===== config.mk =====
export PLATFORM = sky130hd
export DESIGN_NAME = snd_fleet_ram
export DESIGN_NICKNAME = d
export VERILOG_FILES = /design/src/hw/rtl/assert_macros.svh /design/src/hw/rtl/snd_pkg.sv /design/src/hw/rtl/snd_fleet_ram.sv
export SDC_FILE = /design/constraint.sdc
export NUM_CORES = 1
export LEC_CHECK = 0
export BUFFER_PORTS_ARGS = -buffer_cell sky130_fd_sc_hd__clkbuf_2
export CAP_MARGIN = 20
export CORE_MARGIN = 2
export CORE_UTILIZATION = 45
export CTS_BUF_LIST = sky130_fd_sc_hd__clkbuf_4 sky130_fd_sc_hd__clkbuf_8 sky130_fd_sc_hd__clkbuf_16
export DETAILED_ROUTE_END_ITERATION = 7
export SYNTH_ARGS = -nofsm -noshare
export SYNTH_HDL_FRONTEND = slang
export SYNTH_SLANG_ARGS = --single-unit
export TNS_END_PERCENT = 1

===== constraint.sdc =====
create_clock -name clock -period 5.4 [get_ports clock]
set_input_delay 0.54 -clock clock [delete_from_list [all_inputs] [get_ports clock]]
set_output_delay 0.54 -clock clock [all_outputs]
set_load 0.1 [all_outputs]

===== src/hw/rtl/assert_macros.svh =====
// assertion macros shared by the rtl files
`ifndef ASSERT_MACROS_SVH
`define ASSERT_MACROS_SVH

// same-cycle implication, disabled during reset
`define ASSERT_IMPLIES(label, clk, rst, ante, cons) \
   label: assert property (@(posedge clk) disable iff (rst) (ante) |-> (cons)) \
      else $error("assertion failed");

// next-cycle implication, disabled during reset
`define ASSERT_NEXT(label, clk, rst, ante, cons) \
   label: assert property (@(posedge clk) disable iff (rst) (ante) |=> (cons)) \
      else $error("assertion failed");

`endif


===== src/hw/rtl/snd_pkg.sv =====
// types, constants and helper functions of the nearest vehicle dispatch unit
package snd_pkg;

   localparam int STATION_COUNT   = 16;
   localparam int NUM_VEHICLES    = 32;
   localparam int TIME_BITS       = 32;
   localparam int TRIP_BITS       = 16;
   localparam int COUNT_BITS      = 6;
   localparam int STATION_BITS    = (STATION_COUNT > 1) ? $clog2(STATION_COUNT) : 1;
   localparam int VEH_BITS        = (NUM_VEHICLES > 1) ? $clog2(NUM_VEHICLES) : 1;
   localparam int TABLE_DEPTH     = STATION_COUNT * STATION_COUNT;
   localparam int TABLE_ADDR_BITS = $clog2(TABLE_DEPTH);

   localparam logic [COUNT_BITS-1:0] COUNT_RESET = COUNT_BITS'(32);

   typedef logic [TIME_BITS-1:0]       tick_type;
   typedef logic [STATION_BITS-1:0]    station_type;
   typedef logic [VEH_BITS-1:0]        veh_idx_type;
   typedef logic [TRIP_BITS-1:0]       trip_type;
   typedef logic [TABLE_ADDR_BITS-1:0] table_addr_type;

   localparam tick_type TIME_MAX = '1;

   typedef enum logic [1:0] {
      FUNC_LOAD_TRIP = 2'd0,
      FUNC_PLACE     = 2'd1,
      FUNC_REQUEST   = 2'd2,
      FUNC_UNUSED    = 2'd3
   } func_type;

   typedef struct packed {
      logic [1:0]  func;
      logic [3:0]  table_row;
      logic [3:0]  table_col;
      logic [15:0] trip_ticks;
      logic [4:0]  vehicle_slot;
      logic [3:0]  place_station;
      logic [31:0] place_arrive;
      logic [3:0]  pax_origin;
      logic [3:0]  pax_destin;
      logic [31:0] pax_arrive;
   } req_payload_type;

   typedef struct packed {
      logic        assigned;
      logic [4:0]  chosen_vehicle;
      logic [3:0]  start_station;
      logic [31:0] pickup_time;
      logic [31:0] dropoff_time;
   } rsp_payload_type;

   typedef struct packed {
      station_type station;
      tick_type    arrive;
   } fleet_entry_type;

   // one vehicle after the empty trip lookup
   typedef struct packed {
      veh_idx_type idx;
      station_type station;
      trip_type    empty;
      tick_type    arrive;
   } cand_type;

   typedef struct packed {
      veh_idx_type idx;
      station_type station;
      tick_type    arrive;
   } best_type;

   function automatic tick_type sat_add(tick_type a, tick_type b);
      logic [TIME_BITS:0] s;
      s = {1'b0, a} + {1'b0, b};
      return s[TIME_BITS] ? TIME_MAX : s[TIME_BITS-1:0];
   endfunction

   function automatic tick_type clamp_in(logic [31:0] v);
      logic [63:0] wide;
      wide = 64'(v);
      if (wide > 64'(TIME_MAX)) return TIME_MAX;
      return TIME_BITS'(wide);
   endfunction

   function automatic logic station_ok(logic [3:0] s);
      return int'(s) < STATION_COUNT;
   endfunction

   function automatic logic slot_ok(logic [4:0] v);
      return int'(v) < NUM_VEHICLES;
   endfunction

   function automatic table_addr_type table_addr(station_type from, station_type to);
      return TABLE_ADDR_BITS'(int'(from) * STATION_COUNT + int'(to));
   endfunction

   // index of the last vehicle scanned
   function automatic veh_idx_type count_last(logic [COUNT_BITS-1:0] c);
      int n;
      n = int'(c);
      if (n == 0) n = 1;
      if (n > NUM_VEHICLES) n = NUM_VEHICLES;
      return VEH_BITS'(n - 1);
   endfunction

endpackage


===== src/hw/rtl/snd_fleet_ram.sv =====
// per-vehicle station and arrival memory, entries read as zero until written
module snd_fleet_ram (
   input  logic                     clock,
   input  logic                     reset,
   input  logic                     wr_en,
   input  snd_pkg::veh_idx_type     wr_addr,
   input  snd_pkg::fleet_entry_type wr_entry,
   input  snd_pkg::veh_idx_type     rd_addr,
   output snd_pkg::fleet_entry_type rd_entry
);
   import snd_pkg::*;

   fleet_entry_type             mem_ff [NUM_VEHICLES];
   logic [NUM_VEHICLES-1:0]     written_ff;
   logic [NUM_VEHICLES-1:0]     written_in;
   fleet_entry_type             rd_entry_ff;
   logic                        rd_written_ff;

   always_comb begin
      written_in = written_ff;
      if (wr_en) begin
         written_in[wr_addr] = 1'b1;
      end
   end

   always_ff @(posedge clock) begin
      if (reset) begin
         written_ff    <= '0;
         rd_written_ff <= 1'b0;
      end else begin
         written_ff    <= written_in;
         rd_written_ff <= written_ff[rd_addr];
      end
   end

   always_ff @(posedge clock) begin
      if (wr_en) begin
         mem_ff[wr_addr] <= wr_entry;
      end
      rd_entry_ff <= mem_ff[rd_addr];
   end

   assign rd_entry = rd_written_ff ? rd_entry_ff : '0;

endmodule


==> metrics <==
worst hold path depth 2; fmax 324 MHz; critical path type register to output port; worst skew pair latency 0.69 ns; clk_skew 0.0199 ns; via count a little over 20000; Synth Area in XOR/XNOR 0%; CP Buf/Inv Count 2; vias in the first global route 21300; min-delay src written_ff[10]; pwr dens between 300 and 400 nW/um2; Final setup viols 0; 1st-iter DRT viols 2381; core footprint 101000 um2; required time worst endpoint 4.86 ns; worst hold path type register to register; detailed placer's ending HPWL 55900 um; Die H 323 um; Synthesized Nets 1928; met2 Track Usage GR 32.4%; largest family of logic cells by synthesized area multiplexers; Slew @ Worst Pin 1.11 ns; Final Net Count 2098; Commonest cells post-synth edfxtp_1, mux4_2, nor2_1, dfxtp_1, clkbuf_1; clock sinks 1221; Initial Util between 40% and 50%; ANT nets after route 0; register bit count reported by yosys 1221; Layout Utilization about half; cts hold-fix bufs 0; Worst path slowest cell dfxtp_2; filler cell count 7746; synthesized area 45900 um2; First-pass DRT Iterations 6; Post-synth EDFFs between 1000 and 1500; drt total wl 104000 um; drt wl/cell 29.6 um; TNS Setup 0 ns; cts repair resizes 0; Avg Cell Area, Syn about 24 um2; critical path startpoint category register; # H-tree levels 3; Worst VDD drop 0.256 mV; post-synthesis cell count 1879; area fraction in and, or, nand and nor cells after synthesis 1.56%; io pins 85; Reg-to-Reg Start written_ff[0]; R2R Setup Slk around 3.4 ns; Hold Path Sink written_ff[10]; cts bufs inserted 121; Pleak 16.5 nW; Worst-path clk slew 0.06 ns; synth warn 0; area of placed instances roughly 48000 um2; compound-gate portion of the synthesized area 0.0981%; share of cells above drive strength 1 36.4%; Die W around 320 um; unrepaired setup endpoints after global routing no; Critical Path Fanout Max 19; Critical Path End Type output port; largest net degree at the start of global routing 95; status finished, final reports clean; fin area 52400 um2; Slew Limit Fails 0; Slew headroom a little over a quarter; top cells by area, synth edfxtp_1, mux4_2, dfxtp_1; Seq/Total Area, Yosys between 70% and 80%; gr busiest metal met2; full die area 105000 um2; overflow left after global routing 0; drc violations 0; R2R depth 4; most common cell in the netlist edfxtp_1; Port Buffers 84; period utilisation layout between 50 and 60%; CP max stage delay 0.72 ns; async set or reset register ratio after synthesis 0%; CTS tree built; crit path cell chain buf_4 -> and2_1 -> clkbuf_2; Distinct cells, synth 26; clock buffer depth 3; max-cap violations 0; Placer Congestion 0.727; min Tclk post-route 3.08 ns; Yosys top cell area share between 70% and 80%; post-synth top area cell edfxtp_1; Hold Vio Cnt, Final 0; GRT met1 Usage 29.9%; Site Rows 117; post-CTS setup buffers 0; Clock Tree Root clkbuf_16; initial antenna violation count 3; Synth Area in Adders 0%; Synth-to-Final Area Change 14.2%; grt met3 use 3.21%; prevailing post-synth register cell edfxtp_1; first-pass GRT wire length 151000 um; drt via density ~5.8; gr usage total 20.4%; worst r2r dst rd_written_ff; Crit path max-delay family buffers and inverters; post-synthesis mux area share around a fifth; crit path DAT 2.54 ns
[sequential cells by signal (all words and copies together), names as in the netlist]
name           cells
mem_ff          1152
rd_entry_ff       36
written_ff        32
rd_written_ff      1
[tightest hold or removal path, cell delays in order, from the launching register on]
cell and delay, ns:
dfxtp_1 0.32, nor2_1 0.04, nor2_1 0.07
[report_power, final]
group / switching (mW) / internal (mW) / leakage, nW
Sequential: 0.0549 / 10.5 / 10.9
Combinational: 0.591 / 0.393 / 3.50
Clock: 3.39 / 4.89 / 2.02
[metal layers]
metal | vias up | wire length (um)
li1 | 8382 | -
met2 | 653 | 50700
met3 | 123 | 6160
met4 | 0 | 1840
met1 | 11200 | 45500
met5 | - | 0
[stage by stage]
step / total power [mW] / hold WS (ns) / setup WS [ns] / instances
global route: 20.4 / 0.481 / 2.15 / 3519
CTS: 20.0 / 0.436 / 2.19 / 3519
detailed placement: 11.8 / 0.452 / 2.02 / 3294
finish: 19.8 / 0.466 / 2.32 / 3521
floorplan: 11.4 / 0.432 / 2.31 / 1879
global placement: 11.7 / 0.442 / 2.03 / 3287
[cells by family after synthesis]
| kind of cell | Yosys count |
|---|---|
| flip-flops | 1221 |
| multiplexers | 407 |
| AND/OR/NAND/NOR | 151 |
| buffers and inverters | 95 |
| AO/OA/AOI/OAI | 5 |
[worst max-delay path by stage]
stage / start / endpoint / cells after the start
after global placement: wr_addr[1] / mem_ff[29][26] / 4
final: rd_written_ff / rd_entry[32] / 3
after CTS: rd_written_ff / rd_entry[32] / 3
after detailed placement: wr_addr[0] / mem_ff[2][31] / 4
after global routing: rd_written_ff / rd_entry[32] / 3
after floorplan: wr_addr[0] / mem_ff[12][0] / 3
[layout by cell type (no fill, tap or decap), types with 3 or more instances in the layout]
cell       count
a2111oi_0      3
and2_1        36
buf_12        14
buf_4         46
bufinv_16      7
clkbuf_16    125
clkbuf_2      79
clkbuf_4      39
clkbuf_8      10
clkinv_1      19
clkinv_2      21
dfxtp_1       68
edfxtp_1    1152
mux2_2        37
mux4_2       366
nand3b_1       5
nor2_1        64
nor2_4        32
nor2b_1        3
or3b_1         4
[cell type report]
type | count | area (um2) | area share [%]
Clock buffer | 174 | 3560 | 6.79
Antenna cell | 2 | 5.00 | 0.00954
Timing Repair Buffer | 142 | 1060 | 2.03
Multi-Input combinational cell | 563 | 9710 | 18.5
Sequential cell | 1221 | 36000 | 68.6
Tap cell | 1368 | 1710 | 3.26
Clock inverter | 51 | 420 | 0.802
(Power assumes the default switching activity.)
