--- config.mk ---
export PLATFORM = sky130hd
export DESIGN_NAME = snd_best_select
export DESIGN_NICKNAME = d
export VERILOG_FILES = /design/src/hw/rtl/assert_macros.svh /design/src/hw/rtl/snd_pkg.sv /design/src/hw/rtl/snd_best_select.sv
export SDC_FILE = /design/constraint.sdc
export NUM_CORES = 1
export LEC_CHECK = 0
export BUFFER_PORTS_ARGS = -buffer_cell sky130_fd_sc_hd__buf_2
export CAP_MARGIN = 20
export CORE_UTILIZATION = 25
export CTS_CLUSTER_SIZE = 14
export DETAILED_ROUTE_END_ITERATION = 6
export GPL_TIMING_DRIVEN = 0
export SYNTH_ARGS = -nofsm -noshare
export SYNTH_HDL_FRONTEND = slang
export SYNTH_SLANG_ARGS = --single-unit
--- constraint.sdc ---
create_clock -name clock -period 16.5 [get_ports clock]
set_clock_uncertainty 0.05 [all_clocks]
set_input_delay 0.825 -clock clock [delete_from_list [all_inputs] [get_ports clock]]
set_output_delay 0.825 -clock clock [all_outputs]
set_load 0.02 [all_outputs]
--- src/hw/rtl/assert_macros.svh ---
// assertion macros shared by the rtl files
`ifndef ASSERT_MACROS_SVH
`define ASSERT_MACROS_SVH

// same-cycle implication, disabled during reset
`define ASSERT_IMPLIES(label, clk, rst, ante, cons) \
   label: assert property (@(posedge clk) disable iff (rst) (ante) |-> (cons)) \
      else $error("assertion failed");

// next-cycle implication, disabled during reset
`define ASSERT_NEXT(label, clk, rst, ante, cons) \
   label: assert property (@(posedge clk) disable iff (rst) (ante) |=> (cons)) \
      else $error("assertion failed");

`endif

--- src/hw/rtl/snd_pkg.sv ---
// types, constants and helper functions of the nearest vehicle dispatch unit
package snd_pkg;

   localparam int STATION_COUNT   = 16;
   localparam int NUM_VEHICLES    = 32;
   localparam int TIME_BITS       = 32;
   localparam int TRIP_BITS       = 16;
   localparam int COUNT_BITS      = 6;
   localparam int STATION_BITS    = (STATION_COUNT > 1) ? $clog2(STATION_COUNT) : 1;
   localparam int VEH_BITS        = (NUM_VEHICLES > 1) ? $clog2(NUM_VEHICLES) : 1;
   localparam int TABLE_DEPTH     = STATION_COUNT * STATION_COUNT;
   localparam int TABLE_ADDR_BITS = $clog2(TABLE_DEPTH);

   localparam logic [COUNT_BITS-1:0] COUNT_RESET = COUNT_BITS'(32);

   typedef logic [TIME_BITS-1:0]       tick_type;
   typedef logic [STATION_BITS-1:0]    station_type;
   typedef logic [VEH_BITS-1:0]        veh_idx_type;
   typedef logic [TRIP_BITS-1:0]       trip_type;
   typedef logic [TABLE_ADDR_BITS-1:0] table_addr_type;

   localparam tick_type TIME_MAX = '1;

   typedef enum logic [1:0] {
      FUNC_LOAD_TRIP = 2'd0,
      FUNC_PLACE     = 2'd1,
      FUNC_REQUEST   = 2'd2,
      FUNC_UNUSED    = 2'd3
   } func_type;

   typedef struct packed {
      logic [1:0]  func;
      logic [3:0]  table_row;
      logic [3:0]  table_col;
      logic [15:0] trip_ticks;
      logic [4:0]  vehicle_slot;
      logic [3:0]  place_station;
      logic [31:0] place_arrive;
      logic [3:0]  pax_origin;
      logic [3:0]  pax_destin;
      logic [31:0] pax_arrive;
   } req_payload_type;

   typedef struct packed {
      logic        assigned;
      logic [4:0]  chosen_vehicle;
      logic [3:0]  start_station;
      logic [31:0] pickup_time;
      logic [31:0] dropoff_time;
   } rsp_payload_type;

   typedef struct packed {
      station_type station;
      tick_type    arrive;
   } fleet_entry_type;

   // one vehicle after the empty trip lookup
   typedef struct packed {
      veh_idx_type idx;
      station_type station;
      trip_type    empty;
      tick_type    arrive;
   } cand_type;

   typedef struct packed {
      veh_idx_type idx;
      station_type station;
      tick_type    arrive;
   } best_type;

   function automatic tick_type sat_add(tick_type a, tick_type b);
      logic [TIME_BITS:0] s;
      s = {1'b0, a} + {1'b0, b};
      return s[TIME_BITS] ? TIME_MAX : s[TIME_BITS-1:0];
   endfunction

   function automatic tick_type clamp_in(logic [31:0] v);
      logic [63:0] wide;
      wide = 64'(v);
      if (wide > 64'(TIME_MAX)) return TIME_MAX;
      return TIME_BITS'(wide);
   endfunction

   function automatic logic station_ok(logic [3:0] s);
      return int'(s) < STATION_COUNT;
   endfunction

   function automatic logic slot_ok(logic [4:0] v);
      return int'(v) < NUM_VEHICLES;
   endfunction

   function automatic table_addr_type table_addr(station_type from, station_type to);
      return TABLE_ADDR_BITS'(int'(from) * STATION_COUNT + int'(to));
   endfunction

   // index of the last vehicle scanned
   function automatic veh_idx_type count_last(logic [COUNT_BITS-1:0] c);
      int n;
      n = int'(c);
      if (n == 0) n = 1;
      if (n > NUM_VEHICLES) n = NUM_VEHICLES;
      return VEH_BITS'(n - 1);
   endfunction

endpackage

--- src/hw/rtl/snd_best_select.sv ---
// running choice of the vehicle with the least passenger wait
module snd_best_select (
   input  logic              clock,
   input  logic              cand_vld,
   input  snd_pkg::cand_type cand,
   input  snd_pkg::tick_type parr,
   output snd_pkg::best_type best
);
   import snd_pkg::*;

   tick_type  wait_now;
   logic      take;
   tick_type  best_wait_ff;
   trip_type  best_empty_ff;
   best_type  best_ff;

   assign wait_now = (cand.arrive > parr) ? cand.arrive - parr : '0;

   // least wait, then shorter empty trip, then later arrival, then lower index
   always_comb begin
      take = (cand.idx == '0) || (wait_now < best_wait_ff);
      if (wait_now == best_wait_ff) begin
         if (cand.empty < best_empty_ff) begin
            take = 1'b1;
         end else if (cand.empty == best_empty_ff && cand.arrive > best_ff.arrive) begin
            take = 1'b1;
         end
      end
   end

   always_ff @(posedge clock) begin
      if (cand_vld && take) begin
         best_wait_ff   <= wait_now;
         best_empty_ff  <= cand.empty;
         best_ff.idx     <= cand.idx;
         best_ff.station <= cand.station;
         best_ff.arrive  <= cand.arrive;
      end
   end

   assign best = best_ff;

endmodule

==> impl_metrics.csv <==
group,metric,value,unit
status,outcome,"complete, but fails checks",
status,violations,"design-rule violations",
drt,vias_per_cell,4.523,
placement,post-dp-hpwl,13010,microns
drt,first_pass_iters,6,
synthesis,synth_cells,674,
setup_path,crit_required,16.50,ns
setup_path,r2r_start,"best[14]",
placement,gp_congestion,0.8345,
clocking,clk_latency,0.35,ns
setup_path,critical_path_class,"primary input to flop",
layout,syn2layout_area_growth,21.36,%
die,rows,59,
setup_path,rrSetupSlack,12.42,ns
die,die_area,27300,sq um
synthesis,synth_seq_area_share,40.12,%
setup_path,crit_path_start,"cand[0]",
power_and_ir_drop,power,0.7820,mW
run,max_cap_violations,0,
global_routing,gr-usage-all-layers,11.90,%
synthesis,ys_warn_count,0,
die,start_util,25.49,%
placement,dp_cells,1143,
power_and_ir_drop,vdd_drop_max,0.03912,mV
layout,fin_util,30.93,%
drt,vias,5242,
synthesis,syn_area,6661,sq um
power_and_ir_drop,power.leakage,3.975,nW
sta,final-setup-viol-count,0,
clocking,numCtsBuffers,9,
synthesis,ys_seq_elements,89,
placement,port_buffers,131,
die,core,26130,sq um
drt,drt_iter0_drc,228,
sta,tightest_slew,0.7144,ns
setup_path,end_kind,"flop",
clocking,cts_tree,"done",
setup_path,arrival,6.90,ns
sta,hold_viol_final,0,
layout,multi_input_area,3496,sq um
sta,finalCritPeriodShare,41.82,%
drt,wl_per_cell,13.85,microns
die,die_h,165.2,microns
sta,rsz0062_at_grt,"no",
placement,pre_cts_slack,9.013,ns
drt,drc,2,
setup_path,critical_path.max_fanout,28,
sta,fmax,144.9,MHz
power_and_ir_drop,power.density,96.74,nW/um^2
sta,fin_ws,9.599,ns
clocking,numClockSinks,89,
synthesis,synth_flop_cell,"edfxtp_1",
drt,finalWirelength,16050,microns
synthesis,synthTopCellsByCount,"120 x inv_1, 112 x ha_1, 89 x edfxtp_1",
synthesis,synth-edff-count,89,
synthesis,async_flop_share,0,%
global_routing,grt_pass1_vias,5040,
clocking,ctsResizeCount,0,
setup_path,startpoint_type,"primary input",
drt,drtAntennaViolNets,0,
synthesis,synth_top_area_share,40.12,%
global_routing,globalRoute.totalOverflow,0,
min_path,min-delay-path-class,"primary input to flop",
clocking,clock_path_buffers,2,
sta,post-route-min-period,6.901,ns
die,die_w,165.2,microns
clocking,cts_hold_buffers,0,
synthesis,syn_nets,878,
min_path,min-delay-start,"cand[49]",
layout,fillers,2793,
synthesis,synth_most_common_cell,"inv_1",
die,ios,132,
global_routing,grt_max_degree,29,
clocking,h-tree-depth,3,
layout,fin_nets,1023,
layout,diodes,0,
global_routing,grt_pass1_wl,24980,microns
synthesis,yosysUniqueCellTypes,51,
clocking,cts-root-buf,"clkbuf_16",
synthesis,syn_area_per_cell,9.883,sq um
synthesis,yosys.area.top_type,"edfxtp_1",
synthesis,synth_area_leaders,"edfxtp_1 40%, ha_1 21%, inv_1 6.8%, a21o_1 5.1%, a21oi_1 4.4%",
sta,slew_viol_final,0,
clocking,path_clk_slew,0.07,ns
layout,fin_cells,1159,
layout,layout-drive-gt1-share,20.02,%
sta,setup_tns,0,ns
sta,slew_headroom,51.94,%
layout,seq_area,2673,sq um
global_routing,antenna_found_initial,0,
clocking,postCtsSetupBuffers,0,
-- layout make-up --
class | count | share of cell area, %
Multi-Input combinational cell | 455 | 43.24
Sequential cell | 89 | 33.06
Timing Repair Buffer | 134 | 8.946
Inverter | 120 | 5.572
Tap cell | 335 | 5.185
Clock buffer | 9 | 2.786
Buffer | 10 | 0.6655
Clock inverter | 7 | 0.5417
-- report_power, final --
group | internal (mW) | switching [mW] | leakage (nW)
Combinational | 0.108 | 0.162 | 2.98
Sequential | 0.300 | 0.0114 | 0.866
Clock | 0.102 | 0.0974 | 0.133
Total | 0.511 | 0.271 | 3.97
-- metrics by stage --
| stage | hold slack (ns) | cell area (sq um) |
|---|---|---|
| after floorplan | 0.8739 | 6661 |
| after global placement | 0.9519 | 7736 |
| after detailed placement | 0.9537 | 7815 |
| after CTS | 0.5752 | 8084 |
| after global routing | 0.5817 | 8084 |
| final | 0.5952 | 8084 |
-- registers in the layout, indices dropped and copies added, names as in the netlist --
name and flops:
best 41, best_empty_ff 16, best_wait_ff 32
-- cell usage in the layout, fill, tap and decap left out, types with 2 or more instances in the layout --
cell       instances
buf_2            137
inv_1            120
ha_1             112
edfxtp_1          89
a21oi_1           58
nor2_1            50
a21o_1            45
o21ai_0           27
nand4_1           23
nand2_1           20
xnor2_1           15
nand3_1           11
xor2_1            11
nor3_1            10
clkbuf_16          9
nand2b_1           8
nor2b_1            8
o21a_1             5
nor4_1             4
a31oi_1            4
a221oi_1           4
o211ai_1           4
a211oi_1           3
clkinv_2           3
and4_1             2
clkbuf_1           2
and3_1             2
and2_1             2
o22ai_1            2
o31a_1             2
a211o_1            2
inv_6              2
buf_12             2
-- cell families after synthesis --
logic type	Yosys count	synth area share, %
DFF	89	40.12
adders and majority gates	113	21.34
buffers and inverters	130	7.569
and+or+nand+nor	149	11.36
xor gates and xnor gates	26	3.419
AOI/OAI and AO/OA	167	16.19
-- worst paths after layout --
path              cells after the start                 to
setup reg to reg                     11   best_wait_ff[13]
setup / recovery                     27   best_wait_ff[13]
hold / removal                        1           best[33]
hold reg to reg                       3  best_empty_ff[11]
-- routing by layer --
| layer | track usage [%] | wire length (microns) | vias up |
|---|---|---|---|
| li1 | - | - | 2704 |
| met1 | 15.50 | 7817 | 2407 |
| met2 | 19.65 | 7355 | 111 |
| met3 | 1.773 | 544 | 20 |
| met4 | 4.712 | 335 | 0 |
| met5 | 0 | 0 | - |
-- critical path, stage by stage --
cell and delay (ns):
buf_2 0.11, inv_1 0.08, ha_1 0.15, inv_1 0.06
fa_1 0.41, a211oi_1 0.29, o31a_1 0.32, a2111oi_4 0.12
nor3_1 0.26, a2bb2oi_1 0.38, nand2_2 0.13, a21oi_1 0.22
a31o_4 0.19, buf_2 0.29, nor2_1 0.11, ha_1 0.31
nand4_1 0.16, nor2_1 0.14, nand3_1 0.11, nor3_1 0.22
nand3_1 0.19, a31oi_1 0.27, nand4_1 0.23, o21ai_4 0.62
buf_16 0.24, buf_12 0.21, buf_12 0.22
Note: power is estimated with default switching activity, not from simulation.
